## config.mk

```make
export PLATFORM = sky130hd
export DESIGN_NAME = rle_glyph_blend_blitter_flat
export DESIGN_NICKNAME = d
export VERILOG_FILES = /design/src/hw/rtl/rgbb_pkg.sv /design/src/hw/rtl/rgbb_if.sv /design/src/hw/rtl/rgbb_ctrl.sv /design/src/hw/rtl/rgbb_dp.sv /design/src/hw/rtl/rle_glyph_blend_blitter.sv /design/src/flat_wrapper.sv
export SDC_FILE = /design/constraint.sdc
export NUM_CORES = 1
export LEC_CHECK = 0
export ABC_CLOCK_PERIOD_IN_PS = 8300
export CAP_MARGIN = 10
export CORE_ASPECT_RATIO = 0.6
export CORE_MARGIN = 8
export CORE_UTILIZATION = 40
export CTS_BUF_LIST = sky130_fd_sc_hd__clkbuf_16
export DETAILED_ROUTE_END_ITERATION = 8
export DONT_BUFFER_PORTS = 1
export GPL_ROUTABILITY_DRIVEN = 0
export GPL_TIMING_DRIVEN = 0
export PLACE_DENSITY = 0.6
export SLEW_MARGIN = 20
export SYNTH_ARGS = -nofsm -noshare
export SYNTH_HDL_FRONTEND = slang
export SYNTH_HIERARCHICAL = 1
export SYNTH_SLANG_ARGS = --single-unit
```

## constraint.sdc

```tcl
create_clock -name clk_i -period 8.3 [get_ports clk_i]
set_input_delay 1.66 -clock clk_i [delete_from_list [all_inputs] [get_ports clk_i]]
set_output_delay 1.66 -clock clk_i [all_outputs]
set_load 0.05 [all_outputs]
```

## src/hw/rtl/rgbb_pkg.sv

```systemverilog
// Package of the glyph blitter: codes, constants, controller types.
// Depends on nothing; every other RTL file of the block but the macros header uses it.
package rgbb_pkg;

  // Default geometry widths.
  localparam int COORD_BITS_DEF = 12;
  localparam int DIM_BITS_DEF   = 8;

  // Fixed widths of the item fields.
  localparam int CNT_BITS   = 8;
  localparam int CHAN_BITS  = 8;
  localparam int COLOR_BITS = 32;
  localparam int HEIGHT_BITS = 8;
  localparam int LAYER_BITS = 4;
  localparam int NUM_CHAN   = 3;

  // Narrowest supported glyph.
  localparam int MIN_WIDTH = 8;

  localparam logic [CHAN_BITS-1:0] COV_MAX      = 8'd255;
  localparam logic [CHAN_BITS-1:0] ALPHA_OPAQUE = 8'hFF;
  localparam logic [CHAN_BITS-1:0] ALPHA_CLEAR  = 8'h00;

  // Request codes.
  localparam logic REQ_START = 1'b0;
  localparam logic REQ_RUN   = 1'b1;

  // Configuration register indexes.
  localparam int CFG_IDX_BITS = 2;
  localparam logic [CFG_IDX_BITS-1:0] CFG_FONT_COLOR   = 2'd0;
  localparam logic [CFG_IDX_BITS-1:0] CFG_BG_COLOR     = 2'd1;
  localparam logic [CFG_IDX_BITS-1:0] CFG_GLYPH_HEIGHT = 2'd2;
  localparam logic [CFG_IDX_BITS-1:0] CFG_LAYER        = 2'd3;

  // Register reset values.
  localparam logic [COLOR_BITS-1:0]  FONT_COLOR_RST   = 32'hFFFF_FFFF;
  localparam logic [COLOR_BITS-1:0]  BG_COLOR_RST     = 32'h0000_0000;
  localparam logic [HEIGHT_BITS-1:0] GLYPH_HEIGHT_RST = 8'd16;
  localparam logic [LAYER_BITS-1:0]  LAYER_RST        = 4'd0;

  typedef enum logic [1:0] {
    ST_IDLE,
    ST_MUL,
    ST_ADD,
    ST_EMIT
  } ctrl_state_e;

  // Commands from the controller to the datapath.
  typedef struct packed {
    logic start;
    logic load;
    logic mult;
    logic add;
    logic emit;
  } ctrl_cmd_t;

  // Status from the datapath to the controller.
  typedef struct packed {
    logic req_run;
    logic count_nz;
    logic out_free;
    logic span_last;
  } ctrl_stat_t;

endpackage

```

## src/hw/rtl/rgbb_if.sv

```systemverilog
// Valid/ready channel interfaces of the glyph blitter: run input and span output.
// Depends on rgbb_pkg for default and field widths.
interface rgbb_in_if #(
  parameter int COORD_BITS = rgbb_pkg::COORD_BITS_DEF,
  parameter int DIM_BITS   = rgbb_pkg::DIM_BITS_DEF
);
  logic                          valid;
  logic                          ready;
  logic                          req_type;
  logic [COORD_BITS-1:0]         origin_x;
  logic [COORD_BITS-1:0]         origin_y;
  logic [DIM_BITS-1:0]           glyph_width;
  logic [rgbb_pkg::CHAN_BITS-1:0] run_value;
  logic [rgbb_pkg::CNT_BITS-1:0]  run_count;

  modport source (
    output valid, req_type, origin_x, origin_y, glyph_width, run_value, run_count,
    input  ready
  );
  modport sink (
    input  valid, req_type, origin_x, origin_y, glyph_width, run_value, run_count,
    output ready
  );
endinterface

interface rgbb_out_if #(
  parameter int COORD_BITS = rgbb_pkg::COORD_BITS_DEF
);
  logic                            valid;
  logic                            ready;
  logic [COORD_BITS:0]             span_x;
  logic [COORD_BITS:0]             span_y;
  logic [rgbb_pkg::CNT_BITS-1:0]   span_length;
  logic [rgbb_pkg::COLOR_BITS-1:0] span_color;
  logic                            paint;
  logic [rgbb_pkg::LAYER_BITS-1:0] span_layer;
  logic                            last_of_run;
  logic                            glyph_done;
  logic                            overrun;

  modport source (
    output valid, span_x, span_y, span_length, span_color, paint, span_layer,
           last_of_run, glyph_done, overrun,
    input  ready
  );
  modport sink (
    input  valid, span_x, span_y, span_length, span_color, paint, span_layer,
           last_of_run, glyph_done, overrun,
    output ready
  );
endinterface

```

## src/hw/rtl/rgbb_ctrl.sv

```systemverilog
// Controller of the glyph blitter: sequences accept, blend and span emission.
// Depends on rgbb_pkg for the state, command and status types.
module rgbb_ctrl (
  input  logic                 clk_i,
  input  logic                 rst_ni,
  input  logic                 in_valid_i,
  output logic                 in_ready_o,
  input  rgbb_pkg::ctrl_stat_t stat_i,
  output rgbb_pkg::ctrl_cmd_t  cmd_o
);

  rgbb_pkg::ctrl_state_e state_q, state_d;

  always_ff @(posedge clk_i or negedge rst_ni) begin
    if (!rst_ni) begin
      state_q <= rgbb_pkg::ST_IDLE;
    end else begin
      state_q <= state_d;
    end
  end

  always_comb begin
    state_d    = state_q;
    in_ready_o = 1'b0;
    cmd_o      = '0;
    unique case (state_q)
      rgbb_pkg::ST_IDLE: begin
        in_ready_o = 1'b1;
        if (in_valid_i) begin
          if (!stat_i.req_run) begin
            cmd_o.start = 1'b1;
          end else if (stat_i.count_nz) begin
            cmd_o.load = 1'b1;
            state_d    = rgbb_pkg::ST_MUL;
          end
        end
      end
      rgbb_pkg::ST_MUL: begin
        cmd_o.mult = 1'b1;
        state_d    = rgbb_pkg::ST_ADD;
      end
      rgbb_pkg::ST_ADD: begin
        cmd_o.add = 1'b1;
        state_d   = rgbb_pkg::ST_EMIT;
      end
      rgbb_pkg::ST_EMIT: begin
        if (stat_i.out_free) begin
          cmd_o.emit = 1'b1;
          if (stat_i.span_last) begin
            state_d = rgbb_pkg::ST_IDLE;
          end
        end
      end
    endcase
  end

endmodule

```

## src/hw/rtl/rgbb_dp.sv

```systemverilog
// Datapath of the glyph blitter: configuration, pen state, blend and span register.
// Depends on rgbb_pkg; driven by commands from rgbb_ctrl.
module rgbb_dp #(
  parameter int COORD_BITS = rgbb_pkg::COORD_BITS_DEF,
  parameter int DIM_BITS   = rgbb_pkg::DIM_BITS_DEF
) (
  input  logic                                  clk_i,
  input  logic                                  rst_ni,
  input  rgbb_pkg::ctrl_cmd_t                   cmd_i,
  output rgbb_pkg::ctrl_stat_t                  stat_o,
  input  logic                                  cfg_we_i,
  input  logic [rgbb_pkg::CFG_IDX_BITS-1:0]     cfg_idx_i,
  input  logic [rgbb_pkg::COLOR_BITS-1:0]       cfg_data_i,
  input  logic                                  req_type_i,
  input  logic [COORD_BITS-1:0]                 origin_x_i,
  input  logic [COORD_BITS-1:0]                 origin_y_i,
  input  logic [DIM_BITS-1:0]                   glyph_width_i,
  input  logic [rgbb_pkg::CHAN_BITS-1:0]        run_value_i,
  input  logic [rgbb_pkg::CNT_BITS-1:0]         run_count_i,
  input  logic                                  out_ready_i,
  output logic                                  out_valid_o,
  output logic [COORD_BITS:0]                   span_x_o,
  output logic [COORD_BITS:0]                   span_y_o,
  output logic [rgbb_pkg::CNT_BITS-1:0]         span_length_o,
  output logic [rgbb_pkg::COLOR_BITS-1:0]       span_color_o,
  output logic                                  paint_o,
  output logic [rgbb_pkg::LAYER_BITS-1:0]       span_layer_o,
  output logic                                  last_of_run_o,
  output logic                                  glyph_done_o,
  output logic                                  overrun_o
);

  localparam int CB = rgbb_pkg::CHAN_BITS;
  localparam int PB = 2 * rgbb_pkg::CHAN_BITS;
  localparam int NB = rgbb_pkg::CNT_BITS;

  // Configuration registers.
  logic [rgbb_pkg::COLOR_BITS-1:0]  font_q, bg_q;
  logic [rgbb_pkg::HEIGHT_BITS-1:0] height_q;
  logic [rgbb_pkg::LAYER_BITS-1:0]  layer_q;

  // Pen and glyph state.
  logic [DIM_BITS-1:0]   col_q, row_q, width_q;
  logic [COORD_BITS-1:0] base_x_q, base_y_q;
  logic                  active_q;

  // Run being worked on.
  logic [CB-1:0] v_q;
  logic [NB-1:0] rem_q;
  logic [PB-1:0] prod_f_q [rgbb_pkg::NUM_CHAN];
  logic [PB-1:0] prod_b_q [rgbb_pkg::NUM_CHAN];
  logic [rgbb_pkg::COLOR_BITS-1:0] color_q;
  logic                            paint_q;

  logic out_valid_q;

  // Span arithmetic.
  logic [DIM_BITS-1:0] width_in, room, len_dim, height_eff;
  logic [NB-1:0]       len, rem_next;
  logic [DIM_BITS:0]   col_sum, row_inc;
  logic                row_end, span_done, span_last;
  logic [CB-1:0]       chan_sum [rgbb_pkg::NUM_CHAN];

  always_ff @(posedge clk_i or negedge rst_ni) begin
    if (!rst_ni) begin
      font_q   <= rgbb_pkg::FONT_COLOR_RST;
      bg_q     <= rgbb_pkg::BG_COLOR_RST;
      height_q <= rgbb_pkg::GLYPH_HEIGHT_RST;
      layer_q  <= rgbb_pkg::LAYER_RST;
    end else if (cfg_we_i) begin
      unique case (cfg_idx_i)
        rgbb_pkg::CFG_FONT_COLOR:   font_q   <= cfg_data_i;
        rgbb_pkg::CFG_BG_COLOR:     bg_q     <= cfg_data_i;
        rgbb_pkg::CFG_GLYPH_HEIGHT: height_q <= cfg_data_i[rgbb_pkg::HEIGHT_BITS-1:0];
        rgbb_pkg::CFG_LAYER:        layer_q  <= cfg_data_i[rgbb_pkg::LAYER_BITS-1:0];
      endcase
    end
  end

  always_comb begin
    width_in = (glyph_width_i < DIM_BITS'(rgbb_pkg::MIN_WIDTH))
             ? DIM_BITS'(rgbb_pkg::MIN_WIDTH) : glyph_width_i;
    height_eff = (height_q[DIM_BITS-1:0] == '0) ? DIM_BITS'(1) : height_q[DIM_BITS-1:0];
    room      = width_q - col_q;
    len       = (rem_q < NB'(room)) ? rem_q : NB'(room);
    len_dim   = len[DIM_BITS-1:0];
    rem_next  = rem_q - len;
    col_sum   = (DIM_BITS+1)'(col_q) + (DIM_BITS+1)'(len_dim);
    row_inc   = (DIM_BITS+1)'(row_q) + (DIM_BITS+1)'(1);
    row_end   = col_sum >= (DIM_BITS+1)'(width_q);
    span_done = row_end && (row_inc >= (DIM_BITS+1)'(height_eff));
    // A run with no glyph open yields a single flag span.
    span_last = !active_q || (rem_next == '0) || span_done;
    for (int c = 0; c < rgbb_pkg::NUM_CHAN; c++) begin
      chan_sum[c] = 8'((prod_f_q[c] + prod_b_q[c]) >> CB);
    end
  end

  always_ff @(posedge clk_i or negedge rst_ni) begin
    if (!rst_ni) begin
      col_q    <= '0;
      row_q    <= '0;
      base_x_q <= '0;
      base_y_q <= '0;
      width_q  <= DIM_BITS'(rgbb_pkg::MIN_WIDTH);
      active_q <= 1'b0;
    end else if (cmd_i.start) begin
      col_q    <= '0;
      row_q    <= '0;
      base_x_q <= origin_x_i;
      base_y_q <= origin_y_i;
      width_q  <= width_in;
      active_q <= 1'b1;
    end else if (cmd_i.emit && active_q) begin
      if (row_end) begin
        col_q <= '0;
        if (span_done) begin
          row_q    <= '0;
          active_q <= 1'b0;
        end else begin
          row_q <= row_inc[DIM_BITS-1:0];
        end
      end else begin
        col_q <= col_sum[DIM_BITS-1:0];
      end
    end
  end

  always_ff @(posedge clk_i) begin
    if (cmd_i.load) begin
      v_q   <= run_value_i;
      rem_q <= run_count_i;
    end else if (cmd_i.emit) begin
      rem_q <= rem_next;
    end
    if (cmd_i.mult) begin
      for (int c = 0; c < rgbb_pkg::NUM_CHAN; c++) begin
        prod_f_q[c] <= PB'(font_q[c*CB +: CB]) * PB'(v_q);
        prod_b_q[c] <= PB'(bg_q[c*CB +: CB]) * PB'(rgbb_pkg::COV_MAX - v_q);
      end
    end
    if (cmd_i.add) begin
      if (v_q != '0) begin
        color_q <= {rgbb_pkg::ALPHA_OPAQUE, chan_sum[2], chan_sum[1], chan_sum[0]};
        paint_q <= 1'b1;
      end else begin
        color_q <= bg_q;
        paint_q <= bg_q[rgbb_pkg::COLOR_BITS-1 -: CB] != rgbb_pkg::ALPHA_CLEAR;
      end
    end
  end

  // Output register: loads a span, holds it until taken.
  always_ff @(posedge clk_i or negedge rst_ni) begin
    if (!rst_ni) begin
      out_valid_q <= 1'b0;
    end else if (cmd_i.emit) begin
      out_valid_q <= 1'b1;
    end else if (out_ready_i) begin
      out_valid_q <= 1'b0;
    end
  end

  always_ff @(posedge clk_i) begin
    if (cmd_i.emit) begin
      span_layer_o  <= layer_q;
      last_of_run_o <= span_last;
      if (active_q) begin
        span_x_o      <= (COORD_BITS+1)'(base_x_q) + (COORD_BITS+1)'(col_q);
        span_y_o      <= (COORD_BITS+1)'(base_y_q) + (COORD_BITS+1)'(row_q);
        span_length_o <= len;
        span_color_o  <= color_q;
        paint_o       <= paint_q;
        glyph_done_o  <= span_done;
        overrun_o     <= span_done && (rem_next != '0);
      end else begin
        span_x_o      <= '0;
        span_y_o      <= '0;
        span_length_o <= '0;
        span_color_o  <= '0;
        paint_o       <= 1'b0;
        glyph_done_o  <= 1'b0;
        overrun_o     <= 1'b1;
      end
    end
  end

  assign out_valid_o = out_valid_q;

  always_comb begin
    stat_o.req_run   = req_type_i == rgbb_pkg::REQ_RUN;
    stat_o.count_nz  = run_count_i != '0;
    stat_o.out_free  = !out_valid_q || out_ready_i;
    stat_o.span_last = span_last;
  end

endmodule

```

## src/hw/rtl/rle_glyph_blend_blitter.sv

```systemverilog
// Run-length glyph blitter. A start transaction opens a glyph: it sets the screen
// origin and the glyph width (raised to 8 when narrower) and puts the pen at the
// top-left pixel. Each run transaction (coverage value, pixel count) is painted in
// row-major order from the pen and produces one span transaction for every glyph
// row it touches. A nonzero coverage gives an opaque color whose RGB channels are
// (font*v + bg*(255-v)) >> 8; a zero coverage gives the raw background color,
// painted only when its alpha byte is nonzero. The glyph closes after glyph_height
// rows (0 acts as 1); the span that closes it carries glyph_done, and pixels of
// the run beyond it are dropped with overrun set. A run with no open glyph yields
// one flag span with overrun and last_of_run set, the layer as configured and all
// else zero. Zero-count runs produce nothing. A run passes through the blend
// (multiply, then sum) and then the span generator, which issues one span per cycle
// into a single output register while that register is free or being taken. Input
// is accepted only between runs, while the last span of a run may still wait in
// the output register. Configuration writes must be issued only while the block
// is idle.
module rle_glyph_blend_blitter #(
  parameter int COORD_BITS = rgbb_pkg::COORD_BITS_DEF,
  parameter int DIM_BITS   = rgbb_pkg::DIM_BITS_DEF
) (
  input  logic                              clk_i,
  input  logic                              rst_ni,
  input  logic                              cfg_we_i,
  input  logic [rgbb_pkg::CFG_IDX_BITS-1:0] cfg_idx_i,
  input  logic [rgbb_pkg::COLOR_BITS-1:0]   cfg_data_i,
  rgbb_in_if.sink                           in_i,
  rgbb_out_if.source                        out_o
);

  rgbb_pkg::ctrl_cmd_t  cmd;
  rgbb_pkg::ctrl_stat_t stat;

  // The controller owns the sequencing; it sees the datapath only through
  // the command and status structs.
  rgbb_ctrl u_ctrl (
    .clk_i      (clk_i),
    .rst_ni     (rst_ni),
    .in_valid_i (in_i.valid),
    .in_ready_o (in_i.ready),
    .stat_i     (stat),
    .cmd_o      (cmd)
  );

  // The datapath holds configuration, pen state, the blend products and the
  // output span register.
  rgbb_dp #(
    .COORD_BITS (COORD_BITS),
    .DIM_BITS   (DIM_BITS)
  ) u_dp (
    .clk_i         (clk_i),
    .rst_ni        (rst_ni),
    .cmd_i         (cmd),
    .stat_o        (stat),
    .cfg_we_i      (cfg_we_i),
    .cfg_idx_i     (cfg_idx_i),
    .cfg_data_i    (cfg_data_i),
    .req_type_i    (in_i.req_type),
    .origin_x_i    (in_i.origin_x),
    .origin_y_i    (in_i.origin_y),
    .glyph_width_i (in_i.glyph_width),
    .run_value_i   (in_i.run_value),
    .run_count_i   (in_i.run_count),
    .out_ready_i   (out_o.ready),
    .out_valid_o   (out_o.valid),
    .span_x_o      (out_o.span_x),
    .span_y_o      (out_o.span_y),
    .span_length_o (out_o.span_length),
    .span_color_o  (out_o.span_color),
    .paint_o       (out_o.paint),
    .span_layer_o  (out_o.span_layer),
    .last_of_run_o (out_o.last_of_run),
    .glyph_done_o  (out_o.glyph_done),
    .overrun_o     (out_o.overrun)
  );

endmodule

```

## src/flat_wrapper.sv

```systemverilog
// flat-port wrapper written by rule: the top's interface ports become plain ports
module rle_glyph_blend_blitter_flat 
#(
  parameter int COORD_BITS = rgbb_pkg::COORD_BITS_DEF,
  parameter int DIM_BITS   = rgbb_pkg::DIM_BITS_DEF
)
  (clk_i, rst_ni, cfg_we_i, cfg_idx_i, cfg_data_i, in_i_valid, in_i_req_type, in_i_origin_x, in_i_origin_y, in_i_glyph_width, in_i_run_value, in_i_run_count, in_i_ready, out_o_valid, out_o_span_x, out_o_span_y, out_o_span_length, out_o_span_color, out_o_paint, out_o_span_layer, out_o_last_of_run, out_o_glyph_done, out_o_overrun, out_o_ready);
  rgbb_in_if #(.COORD_BITS(COORD_BITS), .DIM_BITS(DIM_BITS)) in_i_i ();
  rgbb_out_if #(.COORD_BITS(COORD_BITS)) out_o_i ();
  input  logic clk_i;
  input  logic rst_ni;
  input  logic cfg_we_i;
  input  logic [rgbb_pkg::CFG_IDX_BITS-1:0] cfg_idx_i;
  input  logic [rgbb_pkg::COLOR_BITS-1:0] cfg_data_i;
  input wire logic [$bits(in_i_i.valid)-1:0] in_i_valid;
  input wire logic [$bits(in_i_i.req_type)-1:0] in_i_req_type;
  input wire logic [$bits(in_i_i.origin_x)-1:0] in_i_origin_x;
  input wire logic [$bits(in_i_i.origin_y)-1:0] in_i_origin_y;
  input wire logic [$bits(in_i_i.glyph_width)-1:0] in_i_glyph_width;
  input wire logic [$bits(in_i_i.run_value)-1:0] in_i_run_value;
  input wire logic [$bits(in_i_i.run_count)-1:0] in_i_run_count;
  output wire logic [$bits(in_i_i.ready)-1:0] in_i_ready;
  output wire logic [$bits(out_o_i.valid)-1:0] out_o_valid;
  output wire logic [$bits(out_o_i.span_x)-1:0] out_o_span_x;
  output wire logic [$bits(out_o_i.span_y)-1:0] out_o_span_y;
  output wire logic [$bits(out_o_i.span_length)-1:0] out_o_span_length;
  output wire logic [$bits(out_o_i.span_color)-1:0] out_o_span_color;
  output wire logic [$bits(out_o_i.paint)-1:0] out_o_paint;
  output wire logic [$bits(out_o_i.span_layer)-1:0] out_o_span_layer;
  output wire logic [$bits(out_o_i.last_of_run)-1:0] out_o_last_of_run;
  output wire logic [$bits(out_o_i.glyph_done)-1:0] out_o_glyph_done;
  output wire logic [$bits(out_o_i.overrun)-1:0] out_o_overrun;
  input wire logic [$bits(out_o_i.ready)-1:0] out_o_ready;
  assign in_i_i.valid = in_i_valid;
  assign in_i_i.req_type = in_i_req_type;
  assign in_i_i.origin_x = in_i_origin_x;
  assign in_i_i.origin_y = in_i_origin_y;
  assign in_i_i.glyph_width = in_i_glyph_width;
  assign in_i_i.run_value = in_i_run_value;
  assign in_i_i.run_count = in_i_run_count;
  assign in_i_ready = in_i_i.ready;
  assign out_o_valid = out_o_i.valid;
  assign out_o_span_x = out_o_i.span_x;
  assign out_o_span_y = out_o_i.span_y;
  assign out_o_span_length = out_o_i.span_length;
  assign out_o_span_color = out_o_i.span_color;
  assign out_o_paint = out_o_i.paint;
  assign out_o_span_layer = out_o_i.span_layer;
  assign out_o_last_of_run = out_o_i.last_of_run;
  assign out_o_glyph_done = out_o_i.glyph_done;
  assign out_o_overrun = out_o_i.overrun;
  assign out_o_i.ready = out_o_ready;
  rle_glyph_blend_blitter #(.COORD_BITS(COORD_BITS), .DIM_BITS(DIM_BITS)) u_core (.clk_i(clk_i), .rst_ni(rst_ni), .cfg_we_i(cfg_we_i), .cfg_idx_i(cfg_idx_i), .cfg_data_i(cfg_data_i), .in_i(in_i_i), .out_o(out_o_i));
endmodule
```

==> impl_metrics.toml <==
[cts]
cts_tree = "built"
root_buffer = "clkbuf_16"
insertion_delay_ps = 570
cts_buffer_depth = 3
cts_max_level = 2
clk_pin_slew_ps = 70
clock_sinks = 339
cts_made_buffers = 38

[global_route]
grt_pass1_vias = 20000
grt_use_total = 0.196
grt_pass1_wl_mm = 122
antenna_found_initial = 6
grt-ovfl-total = 0
grt_max_degree = 121

[final_layout]
syn_to_final_growth_pct = 9.14
layout_common_cells = "354 x inv_1, 326 x ha_1, 222 x fa_1, 219 x edfxtp_1, 160 x nand2_1"
nNetsFinal = 3338
layout_commonest_cell = "inv_1"
drive_gt1_frac = 0.0770
multiInputGateArea_mm2 = 0.0172
layout.cells.non_filler = 3661
fillers = 6542
seq_area_mm2 = 0.00961

[placed_design]
hpwl_mm = 62.3
portBuffers = 0
placed_cells = 3583

[detailed_routing]
routed_wl_mm = 78.9
dr.pass1.iters = 5
viasPerCell = 5.34
ant_nets = 0
wl_per_cell_um = 21.5
drtIter0Drc = 1868
drcViolationCount = 0
vias = 19600

[yosys]
syn_nets = 3293
synth_top_area_cell = "edfxtp_1"
synth_edf_count = 219
syn-cell-area_mm2 = 0.0284
async_reset_ff_frac = 0.354
ys.flop_type = "edfxtp_1"
synth_top_area_share = 0.232
ys_seq_area_frac = 0.339
syn_avg_cell_area_um2 = 10.7
yosys.cell_types.count = 76
netlist_top_cells_area = "edfxtp_1 23%, fa_1 16%, ha_1 14%"
yosysWarnings = 6
synth-seq-cells = 339
syn_inst = 2655

[run_status]
status = "complete, no violations"

[worst_setup_path]
critPathMaxFanout = 10
cp.arrival_ps = 8110
crit_path_end_kind = "register"
reg2regPathDepth = 34
worst-setup-path-type = "register to register"
path_depth = 34
reg2reg_slack_ps = 630
crit_slowest_cell = "fa_1"
r2r_start = "u_core/u_dp/col_q[1]"
cp_slowest_stage_delay_ps = 510
required_ps = 8740
regToRegEndpoint = "u_core/u_ctrl/state_q[1]"
critPathLaunchType = "register"
path_buf_inv = 5
crit_family = "compound AO/OA/AOI/OAI gates"

[timing]
finClkSkew_ps = 16.4
report.final.slew_viol_count = 0
max_freq_ghz = 0.130
fin_crit_sh = 0.925
finalSetupTns_ps = 0
rsz0062_at_grt = "false"
slew_headroom = 0.262
tightest_slew_ps = 1110
whs_ps = 452
finalSetupViolCount = 0
hold_viol_final = 0
fin_crit_ps = 7670

[die]
rows = 75
io_pins = 164
die-area_mm2 = 0.0800
initial_core_util = 0.405
core_area_mm2 = 0.0700
die_h_um = 222
dieWidth_um = 360

[hold_path]
hold_end = "u_core/u_dp/span_layer_o[1]"
worstHoldStart = "u_core/u_dp/layer_q[1]"
hp-class = "register to register"
min_delay_path_depth = 0

[flow_run]
maxCapViolations = 0
cells in the mapped netlist, types with 4 or more instances:
| library cell | count |
|---|---|
| a21o_1 | 29 |
| nor3_1 | 29 |
| nand2b_1 | 109 |
| nor3b_1 | 8 |
| edfxtp_1 | 219 |
| o21ai_0 | 57 |
| mux2i_1 | 10 |
| ha_1 | 328 |
| mux2_2 | 92 |
| nor4_1 | 5 |
| clkbuf_1 | 64 |
| o22ai_1 | 4 |
| dfstp_2 | 26 |
| inv_1 | 347 |
| o31ai_1 | 7 |
| xor2_1 | 28 |
| a41o_1 | 5 |
| nand3b_1 | 6 |
| nand3_1 | 32 |
| o211ai_1 | 10 |
| a22o_1 | 6 |
| nor2b_1 | 140 |
| a21oi_1 | 100 |
| or3_1 | 21 |
| dfrtp_1 | 94 |
| o21a_1 | 22 |
| a31oi_1 | 9 |
| nand2_1 | 160 |
| xnor2_1 | 89 |
| nor2_1 | 96 |
| nand4_1 | 5 |
| o21ai_1 | 6 |
| a211oi_1 | 13 |
| or2_2 | 8 |
| and2_1 | 151 |
| buf_1 | 9 |
| a21boi_0 | 6 |
| fa_1 | 222 |
| o41ai_1 | 6 |
| or4_1 | 7 |
| and3_1 | 15 |
worst max-delay path by stage:
stage,start,end
finish,u_core/u_dp/col_q[1],u_core/u_ctrl/state_q[1]
floorplan,u_core/u_dp/width_q[0],u_core/u_ctrl/state_q[1]
global placement,u_core/u_dp/col_q[1],u_core/u_ctrl/state_q[1]
global route,u_core/u_dp/col_q[1],u_core/u_ctrl/state_q[1]
detailed placement,u_core/u_dp/col_q[1],u_core/u_ctrl/state_q[1]
CTS,u_core/u_dp/col_q[1],u_core/u_ctrl/state_q[1]
logic make-up after synthesis:
family,Yosys count,synth area share
xor+xnor,118,0.0369
fa+ha+maj,550,0.301
buf+inv,428,0.0571
compound gates,316,0.0726
mux,103,0.0404
simple gates,801,0.153
flops,339,0.339
state kept, by name, indices dropped and copies added, names as in the netlist, 2 cells and up:
signal,count
u_core/u_dp/base_x_q,12
u_core/u_ctrl/state_q,2
u_core/u_dp/span_x_o,13
u_core/u_dp/color_q,32
u_core/u_dp/row_q,8
u_core/u_dp/span_length_o,8
u_core/u_dp/base_y_q,12
u_core/u_dp/span_y_o,13
u_core/u_dp/rem_q,8
u_core/u_dp/span_color_o,32
u_core/u_dp/v_q,8
u_core/u_dp/layer_q,4
u_core/u_dp/prod_f_q,48
u_core/u_dp/prod_b_q,48
u_core/u_dp/height_q,8
u_core/u_dp/span_layer_o,4
u_core/u_dp/width_q,8
u_core/u_dp/col_q,8
u_core/u_dp/font_q,24
u_core/u_dp/bg_q,32
cell type report:
type / count / share of cell area
well taps: 924 / 0.0373
inverters: 349 / 0.0423
multi-input cells: 1888 / 0.555
diodes: 8 / 0.000646
clock inverters: 30 / 0.0104
clock buffers: 39 / 0.0315
plain buffers: 79 / 0.0101
repair buffers: 5 / 0.00283
flip-flops and latches: 339 / 0.310
routing by layer:
layer / routed length [um] / track usage
met1: 38900 / 0.299
met2: 31000 / 0.270
met3: 7030 / 0.0539
met4: 1940 / 0.0520
met5: 32 / 0
worst reg2reg max path: cells and delay by family (launching register included):
kind	cells	cell delay, ps
buf+inv	5	910
xor+xnor	2	510
flops	1	430
compound gates	14	2740
fa+ha+maj	5	1890
mux	1	340
simple gates	7	730
per-stage QoR:
stage               setup slack (ps)   util  area, um^2
CTS                              165  0.442       30900
finish                           625  0.443       31000
global route                    81.3  0.442       31000
floorplan                       1800      -       28400
global placement                 565  0.422       29500
detailed placement               197  0.424       29600
timing repair:
action | in CTS | in global routing
buffers inserted | 0 | 1
hold endpoints to repair | 0 | 0
resized for setup | 0 | 2
setup endpoints to repair | 0 | 2
hold buffers | 0 | 0
Power is not shown: default switching activity piles up to over one toggle a cycle in this logic, so the estimate is an artifact.
